===== src/hw/rtl/sit_pkg.sv =====
`default_nettype none

package sit_pkg;

  // Timing constants of the slot scheme.
  localparam int MS_PER_S     = 1000;
  localparam int IVL_PER_SLOT = 5;
  localparam int MS_PER_IVL   = MS_PER_S / IVL_PER_SLOT;
  localparam int DEF_SPS      = 4;

  // Widths of the datapath.
  localparam int TIME_W    = 64;
  localparam int GEN_W     = 42;  // genesis seconds times 1000
  localparam int REM_W     = 26;  // holds a slot length in ms for any 16-bit slot length
  localparam int IDX_W     = 3;
  localparam int CFG_IDX_W = 2;
  localparam int CFG_DAT_W = 32;

  // One quotient bit per cell.
  localparam int DIV_STAGES = TIME_W;

  // Multiples of the interval length that are compared against the slot remainder.
  localparam int NUM_MULT = IVL_PER_SLOT - 1;

  // Configuration register indexes.
  localparam logic [CFG_IDX_W-1:0] CFG_GENESIS  = 2'd0;
  localparam logic [CFG_IDX_W-1:0] CFG_SLOT_LEN = 2'd1;

  // Result status codes.
  typedef enum logic [1:0] {
    ST_OK    = 2'd0,
    ST_EARLY = 2'd1,
    ST_OVFL  = 2'd2
  } sit_status_t;

  // Data handed from one divider cell to the next.
  typedef struct packed {
    logic              vld;
    logic              early;
    logic [TIME_W-1:0] now;
    logic [TIME_W-1:0] qd;   // dividend bits shift out at the top, quotient bits in at the bottom
    logic [REM_W-1:0]  rem;
  } sit_cell_t;

  // One finished result.
  typedef struct packed {
    sit_status_t       status;
    logic [TIME_W-1:0] slot_number;
    logic [IDX_W-1:0]  ivl_idx;
    logic [TIME_W-1:0] slot_start_ms;
    logic [TIME_W-1:0] interval_start_ms;
    logic [TIME_W-1:0] interval_end_ms;
  } sit_result_t;

endpackage

`default_nettype wire


===== src/hw/rtl/sit_div_cell.sv =====
`default_nettype none

module sit_div_cell (
  input  wire logic                      clk,
  input  wire logic                      rst_n,
  input  wire logic                      adv,
  input  wire logic [sit_pkg::REM_W-1:0] dvsr,
  input  wire sit_pkg::sit_cell_t        cell_in,
  output sit_pkg::sit_cell_t             cell_out
);
  import sit_pkg::*;

  logic [REM_W:0]    trial;
  logic [REM_W:0]    diff;
  logic              qbit;
  sit_cell_t         cell_nxt;
  sit_cell_t         cell_r;

  // Restoring division step: bring down the next dividend bit and try the subtraction.
  always_comb begin
    trial    = {cell_in.rem, cell_in.qd[TIME_W-1]};
    diff     = trial - {1'b0, dvsr};
    qbit     = (trial >= {1'b0, dvsr});
    cell_nxt = cell_in;
    cell_nxt.qd  = {cell_in.qd[TIME_W-2:0], qbit};
    cell_nxt.rem = qbit ? diff[REM_W-1:0] : trial[REM_W-1:0];
  end

  // Stage register; only the valid bit is cleared by reset.
  always_ff @(posedge clk) begin
    if (!rst_n) begin
      cell_r.vld <= 1'b0;
    end else if (adv) begin
      cell_r <= cell_nxt;
    end
  end

  assign cell_out = cell_r;

endmodule

`default_nettype wire


===== config.mk =====
export PLATFORM = sky130hd
export DESIGN_NAME = sit_div_cell
export DESIGN_NICKNAME = d
export VERILOG_FILES = /design/src/hw/rtl/sit_pkg.sv /design/src/hw/rtl/sit_div_cell.sv
export SDC_FILE = /design/constraint.sdc
export NUM_CORES = 1
export LEC_CHECK = 0
export ABC_AREA = 1
export ABC_CLOCK_PERIOD_IN_PS = 4200
export BUFFER_PORTS_ARGS = -buffer_cell sky130_fd_sc_hd__buf_4
export CAP_MARGIN = 20
export CORE_MARGIN = 5
export CORE_UTILIZATION = 42
export CTS_CLUSTER_DIAMETER = 30
export CTS_CLUSTER_SIZE = 14
export DETAILED_ROUTE_END_ITERATION = 8
export HOLD_SLACK_MARGIN = 0.15
export PLACE_DENSITY_LB_ADDON = 0.3
export RECOVER_POWER = 50
export SLEW_MARGIN = 20
export SYNTH_ARGS = -nofsm -noshare
export SYNTH_HDL_FRONTEND = slang
export SYNTH_SLANG_ARGS = --single-unit

===== constraint.sdc =====
create_clock -name clk -period 4.2 [get_ports clk]
set_clock_uncertainty 0.1 [all_clocks]
set_input_delay 0.42 -clock clk [delete_from_list [all_inputs] [get_ports clk]]
set_output_delay 0.42 -clock clk [all_outputs]
set_load 0.02 [all_outputs]

* After elaboration in Yosys (flattened, before gate mapping) *
Cells that the tools add are included.
Widths: inputs -> output; s select.

cells by class
  muxes and demuxes = 1
  $add $sub $neg = 1
  reductions and logical operators = 1
  $lt $le $gt $ge = 1

operators by type and width
  operator          number
  $ge 27x26->1      1
  $mux 26           1
  $sub 26x26->26    1
  $reduce_and 2->1  1

word-level totals
  bits in registers = 156
  word-level logic and storage cells = 9
  output and inout bits = 156
  bits of input ports = 185

* Logic depth before layout (Yosys ltp) *
  word-level depth = 2
  mapped depth = 15
  mapped depth without buffers = 15

* Worst setup path before layout *
OpenSTA, ideal clock, no wires.

  path kind = input -> register
  start point = input rst_n
  end point = register cell_r, in the netlist cell_out[0], enable pin
  stages on the path = 2
  buffers on the path = 0
  setup slack = 156 ps
  library setup time = 507 ps
  required time = 3593 ps
  arrival time = 3437 ps
  cells stage by stage = nand2_1 > inv_1

between the ends
  longest elaborated chain between the ends = 1

RTL lines
  element                     line                text
  start: declaration          sit_div_cell.sv:5   input wire logic rst_n,
  $reduce_and 2->1 (no line)  n/a
  end signal: assignment      sit_div_cell.sv:34  cell_r <= cell_nxt;
  end: declaration            sit_div_cell.sv:17  sit_cell_t cell_r;

No other way between the ends.
A chain may end at the register's enable or synchronous reset.

==> results.md <==
- Std-Cell Rows: 47
- Placed wire-length estimate: 18.6 mm
- Fin area: 11,400 um^2
- Share of post-route cells with drive strength above 1: 23.4%
- Ant diodes: 0
- CP Max Fanout: 40
- Core ar.: 16,600 um^2
- WS Path Type: in2reg
- TritonCTS buffer count: 17
- Die W: 140 um
- Worst hold path type: in2reg
- DRT Pass-1 Iters: 5
- Commonest non-fill, non-tap cell in the layout: nand2_1
- Crit. End Element: register
- Commonest non-fill, non-tap cells in the layout: 206 x nand2_1, 155 x edfxtp_1, 132 x inv_1
- Synth warnings: 0
- Setup TNS: 0 ns
- CTS clock-pin slew for the worst setup and hold paths: 0.07 ns
- Vias in the first global route: 6,696
- Die height: 140 um
- Clock Sinks: 156
- Max H-tree Level: 4
- GP Congestion: 0.971
- Die area: 19,700 um^2
- Starting Density: 42.9%
- Drt drc: 0
- Setup crit start: cell_in[13]
- Post-DR vias/cell: 4.73
- # Max-Cap Violations: 0
- RSZ-0062 raised after global routing: false
- Top cell by count, worst path: nand2_1
- Layout net count: 1,366
- Post-Syn Area: 7140 um^2
- # placed instances: 1,225
- Top cells by area, synth: edfxtp_1 65%, nand2_1 11%, inv_1 7.0%
- Pwr Density: 374 nW/um^2
- Worst-path cell chain: buf_4 -> ha_1 -> nand2_1 -> nor2_1 -> nand2_1 -> nor2_1 -> nand2_2 -> nand3_2 -> buf_4 -> nand3_1 -> nand2_1
- All-Layer GR Usage: 26.8%
- Area share of the leading cell type in the synthesized netlist: 65.1%
- Number of top-level pins: 341
- Vias: 6,559
- Post-DR wirelength/cell: 19.7 um
- # port buffers: 340
- First-pass GRT wire length: 40.1 mm
- Pre-CTS setup slack: 1.41 ns
- Syn Inst Count: 668
- CTS Hold Buffers Added: 130
- Syn Nets: 880
- CP Data Required Time: 4.35 ns
- CTS-repair resized insts: 0
- Max-slew violation count: 0
- Fin. Hold Viols: 0
- HP Start: cell_in[1]
- Worst-Margin Slew: 0.719 ns
- CTS tree: done
- Critical Path AT: 2.56 ns
- Synth area leader: edfxtp_1
- Lkg Pwr: 0.00519 uW
- Area growth syn-to-layout: 59.4%
- Status: finished clean
- FF-to-FF setup slack: 2.90 ns
- Period utilization: 57.3%
- Synth cell types: 30
- Wirelength, routed: 27.2 mm
- Largest stage delay on the critical path: 0.39 ns
- Largest net degree at the start of global routing: 79
- Grt ovf: 0
- Synth Register Bits: 156
- Peak VDD IR: 0.292 mV
- Final setup fails: 0
- Syn avg cell area: 10.7 um^2
- Antenna viol nets, final: 0
- Sequential share of the synthesized area: 65.4%
- Critical Path Start Type: input port
- Worst-Skew Late Latency: 0.41 ns
- Slowest-stage cell, CP: ha_1
- Post-DP Area: 9950 um^2
- Setup Fix Bufs, Post-CTS: 0
- Shortest period the worst path allows: 2.41 ns
- Max reg flops: 156
- Final non-filler cell total: 1,386
- Initial antenna violation count: 0
- Fmax achieved: 416 MHz
- Clock root cell: clkbuf_16
- Max clock buf depth: 2
- Iter 0 DRT Violations: 379
- PnR worst setup slack: 1.79 ns
- FF-to-FF Start: cell_out[155]$_SDFFE_PN0P_
- Worst relative slew slack: 52.0%
-- Yosys cell counts (all sizes together) --
library cell,instances
a21oi,12
and2,1
buf,6
clkbuf,1
clkinv,2
dfxtp,1
edfxtp,155
fa,1
ha,26
inv,133
nand2,207
nand3,29
nand3b,5
nand4,19
nor2,34
nor3,3
nor4,1
o21ai,16
o21bai,1
or2,2
xor2,13
-- routing by layer --
layer	vias up	global-route usage, %	routed length [um]
met5	-	0	0
met4	0	6.63	631
met3	38	5.39	1940
met2	298	51.7	14900
met1	3072	29.9	9760
li1	3151	-	-
-- worst max-delay path, delay by kind of cell --
family	cells	cell delay, ns
and+or+nand+nor	8	1.24
buffers and inverters	2	0.48
adders and majority gates	1	0.39
-- power by group --
group          total [uW]  switching, uW  internal [uW]  leakage [uW]
logic                 887            523            364       0.00346
registers            1890           39.3           1850       0.00146
clock network        1480            656            828      0.000270
total                4260           1220           3040       0.00519
-- through the flow --
step | total power, uW | util (%) | hold WS, ns
global placement | 2740 | 59.8 | 0.446
floorplan | 2360 | - | 0.413
CTS | 4320 | 71.0 | 0.219
finish | 4260 | 68.4 | 0.243
global route | 4440 | 68.4 | 0.248
detailed placement | 2750 | 59.8 | 0.458
-- area by class of cell --
class                           instances  area, um^2
Tap cell                              220         275
Fill cell                            1342        5250
Clock inverter                         14         138
Timing Repair Buffer                  474        3460
Inverter                              135         512
Multi-Input combinational cell        370        1900
Sequential cell                       156        4670
Clock buffer                           17         425
-- final timing paths --
| path | endpoint | cells past startpoint |
|---|---|---|
| hold / removal | cell_out[2]$_DFFE_PP_ | 3 |
| setup reg to reg | cell_out[155]$_SDFFE_PN0P_ | 3 |
| setup / recovery | cell_out[13]$_DFFE_PP_ | 11 |
| hold reg to reg | cell_out[155]$_SDFFE_PN0P_ | 3 |
-- logic make-up after synthesis --
kind of cell               Yosys count  share of synthesized area, %
AOI/OAI and AO/OA                   29                          2.22
buffers and inverters              142                          7.92
DFF                                156                          65.4
adders and majority gates           27                          4.83
and+or+nand+nor                    301                          18.0
xor gates and xnor gates            13                          1.59
Note: power is estimated with default switching activity, not from simulation.
