$ cat config.mk
export PLATFORM = sky130hd
export DESIGN_NAME = sit_finish
export DESIGN_NICKNAME = d
export VERILOG_FILES = /design/src/hw/rtl/sit_pkg.sv /design/src/hw/rtl/sit_finish.sv
export SDC_FILE = /design/constraint.sdc
export NUM_CORES = 1
export LEC_CHECK = 0
export BUFFER_PORTS_ARGS = -buffer_cell sky130_fd_sc_hd__buf_2
export CORE_ASPECT_RATIO = 1.4
export CORE_MARGIN = 8
export CORE_UTILIZATION = 50
export CTS_BUF_LIST = sky130_fd_sc_hd__clkbuf_8
export CTS_CLUSTER_SIZE = 40
export DETAILED_ROUTE_END_ITERATION = 10
export PLACE_DENSITY = 0.68
export SETUP_SLACK_MARGIN = 0.2
export SYNTH_ARGS = -nofsm -noshare
export SYNTH_HDL_FRONTEND = slang
export SYNTH_SLANG_ARGS = --single-unit
$ cat constraint.sdc
create_clock -name clk -period 28.7 [get_ports clk]
set_input_delay 5.74 -clock clk [delete_from_list [all_inputs] [get_ports clk]]
set_output_delay 5.74 -clock clk [all_outputs]
set_load 0.01 [all_outputs]
$ cat src/hw/rtl/sit_pkg.sv
`default_nettype none

package sit_pkg;

  // Timing constants of the slot scheme.
  localparam int MS_PER_S     = 1000;
  localparam int IVL_PER_SLOT = 5;
  localparam int MS_PER_IVL   = MS_PER_S / IVL_PER_SLOT;
  localparam int DEF_SPS      = 4;

  // Widths of the datapath.
  localparam int TIME_W    = 64;
  localparam int GEN_W     = 42;  // genesis seconds times 1000
  localparam int REM_W     = 26;  // holds a slot length in ms for any 16-bit slot length
  localparam int IDX_W     = 3;
  localparam int CFG_IDX_W = 2;
  localparam int CFG_DAT_W = 32;

  // One quotient bit per cell.
  localparam int DIV_STAGES = TIME_W;

  // Multiples of the interval length that are compared against the slot remainder.
  localparam int NUM_MULT = IVL_PER_SLOT - 1;

  // Configuration register indexes.
  localparam logic [CFG_IDX_W-1:0] CFG_GENESIS  = 2'd0;
  localparam logic [CFG_IDX_W-1:0] CFG_SLOT_LEN = 2'd1;

  // Result status codes.
  typedef enum logic [1:0] {
    ST_OK    = 2'd0,
    ST_EARLY = 2'd1,
    ST_OVFL  = 2'd2
  } sit_status_t;

  // Data handed from one divider cell to the next.
  typedef struct packed {
    logic              vld;
    logic              early;
    logic [TIME_W-1:0] now;
    logic [TIME_W-1:0] qd;   // dividend bits shift out at the top, quotient bits in at the bottom
    logic [REM_W-1:0]  rem;
  } sit_cell_t;

  // One finished result.
  typedef struct packed {
    sit_status_t       status;
    logic [TIME_W-1:0] slot_number;
    logic [IDX_W-1:0]  ivl_idx;
    logic [TIME_W-1:0] slot_start_ms;
    logic [TIME_W-1:0] interval_start_ms;
    logic [TIME_W-1:0] interval_end_ms;
  } sit_result_t;

endpackage

`default_nettype wire

$ cat src/hw/rtl/sit_finish.sv
`default_nettype none

module sit_finish (
  input  wire logic                      clk,
  input  wire logic                      rst_n,
  input  wire logic                      adv,
  input  wire logic [sit_pkg::REM_W-1:0] ivl_mul [sit_pkg::NUM_MULT],
  input  wire sit_pkg::sit_cell_t        div_in,
  output logic                           res_vld,
  output sit_pkg::sit_result_t           res
);
  import sit_pkg::*;

  typedef struct packed {
    logic              vld;
    logic              early;
    logic [TIME_W-1:0] now;
    logic [TIME_W-1:0] slot;
    logic [IDX_W-1:0]  idx;
    logic [TIME_W-1:0] slot_base;
    logic [REM_W-1:0]  off;
  } sit_f1_t;

  typedef struct packed {
    logic              vld;
    logic              early;
    logic [TIME_W-1:0] slot;
    logic [IDX_W-1:0]  idx;
    logic [TIME_W-1:0] slot_base;
    logic [TIME_W-1:0] ivl_start;
  } sit_f2_t;

  sit_f1_t          f1_nxt;
  sit_f1_t          f1_r;
  sit_f2_t          f2_nxt;
  sit_f2_t          f2_r;
  logic [REM_W-1:0] sub_sel;
  logic [TIME_W:0]  end_sum;
  sit_result_t      res_nxt;
  sit_result_t      res_r;
  logic             res_vld_r;

  // Interval index from the remainder within the slot, the offset into the interval, and the slot start.
  always_comb begin
    f1_nxt       = '0;
    f1_nxt.vld   = div_in.vld;
    f1_nxt.early = div_in.early;
    f1_nxt.now   = div_in.now;
    f1_nxt.slot  = div_in.qd;
    if (div_in.rem >= ivl_mul[3]) begin
      f1_nxt.idx = 3'd4;
    end else if (div_in.rem >= ivl_mul[2]) begin
      f1_nxt.idx = 3'd3;
    end else if (div_in.rem >= ivl_mul[1]) begin
      f1_nxt.idx = 3'd2;
    end else if (div_in.rem >= ivl_mul[0]) begin
      f1_nxt.idx = 3'd1;
    end else begin
      f1_nxt.idx = 3'd0;
    end
    case (f1_nxt.idx)
      3'd1:    sub_sel = ivl_mul[0];
      3'd2:    sub_sel = ivl_mul[1];
      3'd3:    sub_sel = ivl_mul[2];
      3'd4:    sub_sel = ivl_mul[3];
      default: sub_sel = '0;
    endcase
    f1_nxt.off       = div_in.rem - sub_sel;
    f1_nxt.slot_base = div_in.now - {{(TIME_W-REM_W){1'b0}}, div_in.rem};
  end

  // Interval start is the timestamp minus the offset into the interval.
  always_comb begin
    f2_nxt           = '0;
    f2_nxt.vld       = f1_r.vld;
    f2_nxt.early     = f1_r.early;
    f2_nxt.slot      = f1_r.slot;
    f2_nxt.idx       = f1_r.idx;
    f2_nxt.slot_base = f1_r.slot_base;
    f2_nxt.ivl_start = f1_r.now - {{(TIME_W-REM_W){1'b0}}, f1_r.off};
  end

  // Interval end with a carry out for the overflow check; error results carry zeros.
  always_comb begin
    end_sum = {1'b0, f2_r.ivl_start} + {{(TIME_W+1-REM_W){1'b0}}, ivl_mul[0]};
    res_nxt = '0;
    if (f2_r.early) begin
      res_nxt.status = ST_EARLY;
    end else if (end_sum[TIME_W]) begin
      res_nxt.status = ST_OVFL;
    end else begin
      res_nxt.status            = ST_OK;
      res_nxt.slot_number       = f2_r.slot;
      res_nxt.ivl_idx           = f2_r.idx;
      res_nxt.slot_start_ms     = f2_r.slot_base;
      res_nxt.interval_start_ms = f2_r.ivl_start;
      res_nxt.interval_end_ms   = end_sum[TIME_W-1:0];
    end
  end

  // Stage registers, the last one being the output register.
  always_ff @(posedge clk) begin
    if (!rst_n) begin
      f1_r.vld  <= 1'b0;
      f2_r.vld  <= 1'b0;
      res_vld_r <= 1'b0;
    end else if (adv) begin
      f1_r      <= f1_nxt;
      f2_r      <= f2_nxt;
      res_vld_r <= f2_r.vld;
      res_r     <= res_nxt;
    end
  end

  assign res_vld = res_vld_r;
  assign res     = res_r;

endmodule

`default_nettype wire
# --- Word level (Yosys, flattened, before mapping) ---
# Index checks and enable logic that the tools add are counted.
word_totals:
  reg_bits: 682
  inputBits: 263
  out_inout_bits: 262
  wordCells: 40
op_classes:
  n_addsub: 4
  order_cmp: 4
  eq_ne: 4
  mux: 6
  reduce_logical: 2
op_table:
  columns: ["op", "n"]
  rows:
  - ["64-bit by 26-bit subtractor with 64-bit output", 2]
  - ["26-bit >= comparator", 4]
  - ["26-bit one-hot mux with 4 select lines", 1]
  - ["64-bit by 26-bit adder with 65-bit output", 1]
  - ["26-bit subtractor", 1]
  - ["3-bit by 2-bit == test with 1-bit output (second input constant)", 2]
  - ["2-bit 2-to-1 mux", 3]
  - ["3-bit by 1-bit == test with 1-bit output (second input constant)", 1]
  - ["3-bit == test (second input constant)", 1]
  - ["3-bit 2-to-1 mux", 1]
  - ["2-bit AND reduction", 1]
  - ["2-bit OR reduction", 1]
  - ["1-bit 2-to-1 mux", 1]

# --- Depth between registers and ports, before layout ---
logic_depth:
  ltp_word: 8
  depth_mapped: 26

# --- Least setup slack after synthesis ---
# OpenSTA, ideal clock, no wires.
synth_path:
  kind: "input to register"
  start: "in adv"
  end: "reg f1_r[0] (netlist bit) (enable)"
  setup_time_ns: 1.132
  t_arrival_ns: 20.953
  slack_ns: 6.615
  stages: 1
  path_cell_list: "and2_1"
synth_between:
  elab_chain_len: 1
synth_rtl:
  columns: ["item", "line_no", "text"]
  rows:
  - ["from (decl)", "sit_finish.sv:6", "input wire logic adv,"]
  - ["2-bit AND reduction (no source line)", null, null]
  - ["to (signal assigned)", "sit_finish.sv:108", "f1_r <= f1_nxt;"]
  - ["to (decl)", "sit_finish.sv:34", "sit_f1_t f1_r;"]
# Every way passes these cells.
# A chain may end at the register's enable or synchronous reset.

==> impl_metrics.env <==
export IMPL_synth_area_leaders="edfxtp_1, ha_1, and2_1"
export IMPL_synthAdderAreaFrac_pct=8.054
export IMPL_clock_sinks=682
export IMPL_portBuffers=524
export IMPL_die_area_um2=74910
export IMPL_fp_dieH_um=320.7
export IMPL_htreeDepth=3
export IMPL_synth_area_mux_share_pct=0.1246
export IMPL_ctsRootBufferMaster="clkbuf_8"
export IMPL_drt_total_wl_um=95180
export IMPL_max_slew_margin_pct=22.25
export IMPL_maxCapViolCount=0
export IMPL_area_delta_synth_final_pct=16.53
export IMPL_synth_edff_count=679
export IMPL_fin_area_um2=38630
export IMPL_synth_seq_area_share_pct=61.69
export IMPL_grt_pass1_wl_um=139400
export IMPL_overflow=0
export IMPL_clk_latency_ns=0.69
export IMPL_yosys_warnings=0
export IMPL_r2r_setup_slack_ns=23.99
export IMPL_power_density_nw_per_um2=62.73
export IMPL_grt_max_degree=187
export IMPL_start_util_pct=50.57
export IMPL_critPathCaptureType="flip-flop"
export IMPL_grt_use_total_pct=24.69
export IMPL_postSynthNetCount=3073
export IMPL_worstPathRequired_ns=29.11
export IMPL_place_hpwl_um=74510
export IMPL_drv_slew=0
export IMPL_antenna_left=0
export IMPL_rsz0062_at_grt="false"
export IMPL_num_nets_final=3660
export IMPL_async_reset_ff_share_pct=0
export IMPL_synth_top_family_by_area="simple AND/OR/NAND/NOR gates"
export IMPL_crit_path_max_fanout=18
export IMPL_first_iter_violations=1596
export IMPL_routedWlPerCell_um=23.12
export IMPL_synthFlopType="edfxtp_1"
export IMPL_rows=111
export IMPL_avgSynthCellArea_um2=12.76
export IMPL_fin_crit_ns=11.31
export IMPL_netlist_cell_type_count=80
export IMPL_worst_clock_skew_ns=0.03223
export IMPL_synthesis_area_um2=33150
export IMPL_status="finished, final reports clean"
export IMPL_io_pins=525
export IMPL_irDropWorstVdd_uv=33.58
export IMPL_fmax_mhz=88.43
export IMPL_setup_violations=0
export IMPL_core_um2=65550
export IMPL_critPathLaunchType="input pin"
export IMPL_setup_tns_ns=0
export IMPL_gp_congestion=0.9593
export IMPL_post_route_period_util_pct=39.40
export IMPL_synth_cells=2599
export IMPL_synthSimpleGateAreaFrac_pct=12.66
export IMPL_grt_pass1_vias=23238
export IMPL_ys_seq_elements=682
export IMPL_clk_pin_slew_ns=0.06
export IMPL_place_inst=3929
export IMPL_synth_compound_area_share_pct=9.024
export IMPL_min_path_type="reg2reg"
export IMPL_post_cts_resized=0
export IMPL_synth_top_cell_area_share_pct=61.51
export IMPL_dr_pass1_iters=7
export IMPL_placed_area_um2=36620
export IMPL_cts_tree="built"
export IMPL_p_leak_nw=15.50
export IMPL_drc_errors=0
export IMPL_hold_viol=0
export IMPL_synthXorXnorAreaFrac_pct=5.008
export IMPL_post_cts_buffers=0
export IMPL_viasPerCell=5.530
export IMPL_antenna_found_initial=6
export IMPL_die_w_um=233.6
export IMPL_cts_buffer_depth=3
export IMPL_vias=22769
export IMPL_synth_top_cell_by_area="edfxtp_1"
export IMPL_cts_hold_buf=0
export IMPL_cts_buffers=102
export IMPL_tightest_slew_ns=1.166
export IMPL_final_cells=4117
export IMPL_worstSetupPathType="in2reg"
export IMPL_cp_arrival_ns=11.72
export IMPL_layout_drive_gt1_share_pct=21.99
[area by class of cell]
| cell class | instances | area [um2] |
|---|---|---|
| Fill cell | 5426 | 26920 |
| Tap cell | 847 | 1060 |
| Clock inverter | 79 | 569.3 |
| Inverter | 200 | 750.7 |
| Sequential cell | 682 | 20450 |
| Timing Repair Buffer | 545 | 2793 |
| Antenna cell | 5 | 12.51 |
| Multi-Input combinational cell | 1655 | 11560 |
| Clock buffer | 104 | 1431 |
[worst max-delay path: stages]
cell	delay (ns)
buf_2	0.11
inv_1	0.17
ha_1	0.26
nand2b_1	0.15
a21o_1	0.18
a2111oi_0	0.42
buf_4	0.20
o21ai_0	0.16
nand2_1	0.32
nand2_1	0.34
nor4_2	0.25
buf_4	0.31
a221o_1	0.19
ha_1	0.13
inv_1	0.06
fa_1	0.40
a21o_1	0.20
a21oi_1	0.26
o21ai_0	0.18
a41oi_1	0.48
o21ai_0	0.19
nand4_1	0.16
a31oi_1	0.17
a311o_1	0.38
a21oi_1	0.18
xnor2_1	0.09
[state kept, by name, indices dropped and copies added, names as in the netlist]
name,flops
res,261
f1_r,223
f2_r,197
res_vld,1
[cells in the final DEF, fill, tap and decap left out, drive strengths merged, types with 15 or more instances in the layout]
cell type,count
edfxtp,679
buf,545
inv,222
and2,209
ha,207
nor2,181
a21oi,141
nand2,116
xnor2,113
clkbuf,104
o21ai,91
xor2,74
nor3,50
nand3,50
a21o,49
clkinv,42
nand2b,34
nor4,32
nand4,22
or3,21
a221oi,21
a22oi,21
o211ai,16
nor2b,16
or2,15
[worst paths after layout]
check | to | startpoint | cells past startpoint
worst max-delay path | f1_r[24]$_DFFE_PP_ | div_in[0] | 26
worst min-delay path | f2_r[77]$_DFFE_PP_ | f1_r[39]$_DFFE_PP_ | 0
worst max register to register | res[36]$_SDFFCE_PP0P_ | f2_r[0]$_DFFE_PP_ | 14
worst min register to register | f2_r[77]$_DFFE_PP_ | f1_r[39]$_DFFE_PP_ | 0
[power by group]
part	internal [mW]	total (mW)	switching (mW)
Combinational	0.169	0.434	0.265
Sequential	1.18	1.21	0.0255
Clock	0.411	0.780	0.369
[metrics by stage]
step / hold slack (ns) / setup slack (ns) / util, % / power, mW
3_5_place_dp: 0.4045 / 16.74 / 55.86 / 1.661
3_3_place_gp: 0.4007 / 16.80 / 55.86 / 1.651
4_1_cts: 0.3992 / 17.49 / 58.91 / 2.444
2_1_floorplan: 0.4003 / 6.615 / - / 1.536
5_1_grt: 0.4179 / 17.13 / 58.92 / 2.533
6_report: 0.4060 / 17.39 / 58.93 / 2.423
[metal layers]
layer	share of wire, %	track usage [%]
met4	4.1	10.41
met5	0.0074	0
met2	50	43.63
met1	37	27.75
met3	8.3	6.689
[logic make-up after synthesis]
| family | Yosys count |
|---|---|
| multiplexers | 4 |
| XOR/XNOR | 188 |
| AO/OA/AOI/OAI | 458 |
| AND/OR/NAND/NOR | 794 |
| buffers and inverters | 262 |
| adder cells (fa/ha/maj) | 211 |
| flip-flops | 682 |
[cells in the mapped netlist, types with 15 or more instances]
master / number
a221oi_1: 20
nand2_1: 115
edfxtp_1: 679
buf_6: 19
nor2b_1: 15
or3_1: 21
nor4_1: 31
nand4_1: 22
ha_1: 207
nand2b_1: 34
clkbuf_1: 33
and2_1: 208
o21ai_0: 89
a22oi_1: 20
inv_1: 200
xor2_1: 74
o211ai_1: 16
nor3_1: 50
nand3_1: 50
nor2_1: 181
xnor2_1: 113
a21oi_1: 140
or2_2: 15
a21o_1: 49
(Power assumes the default switching activity.)
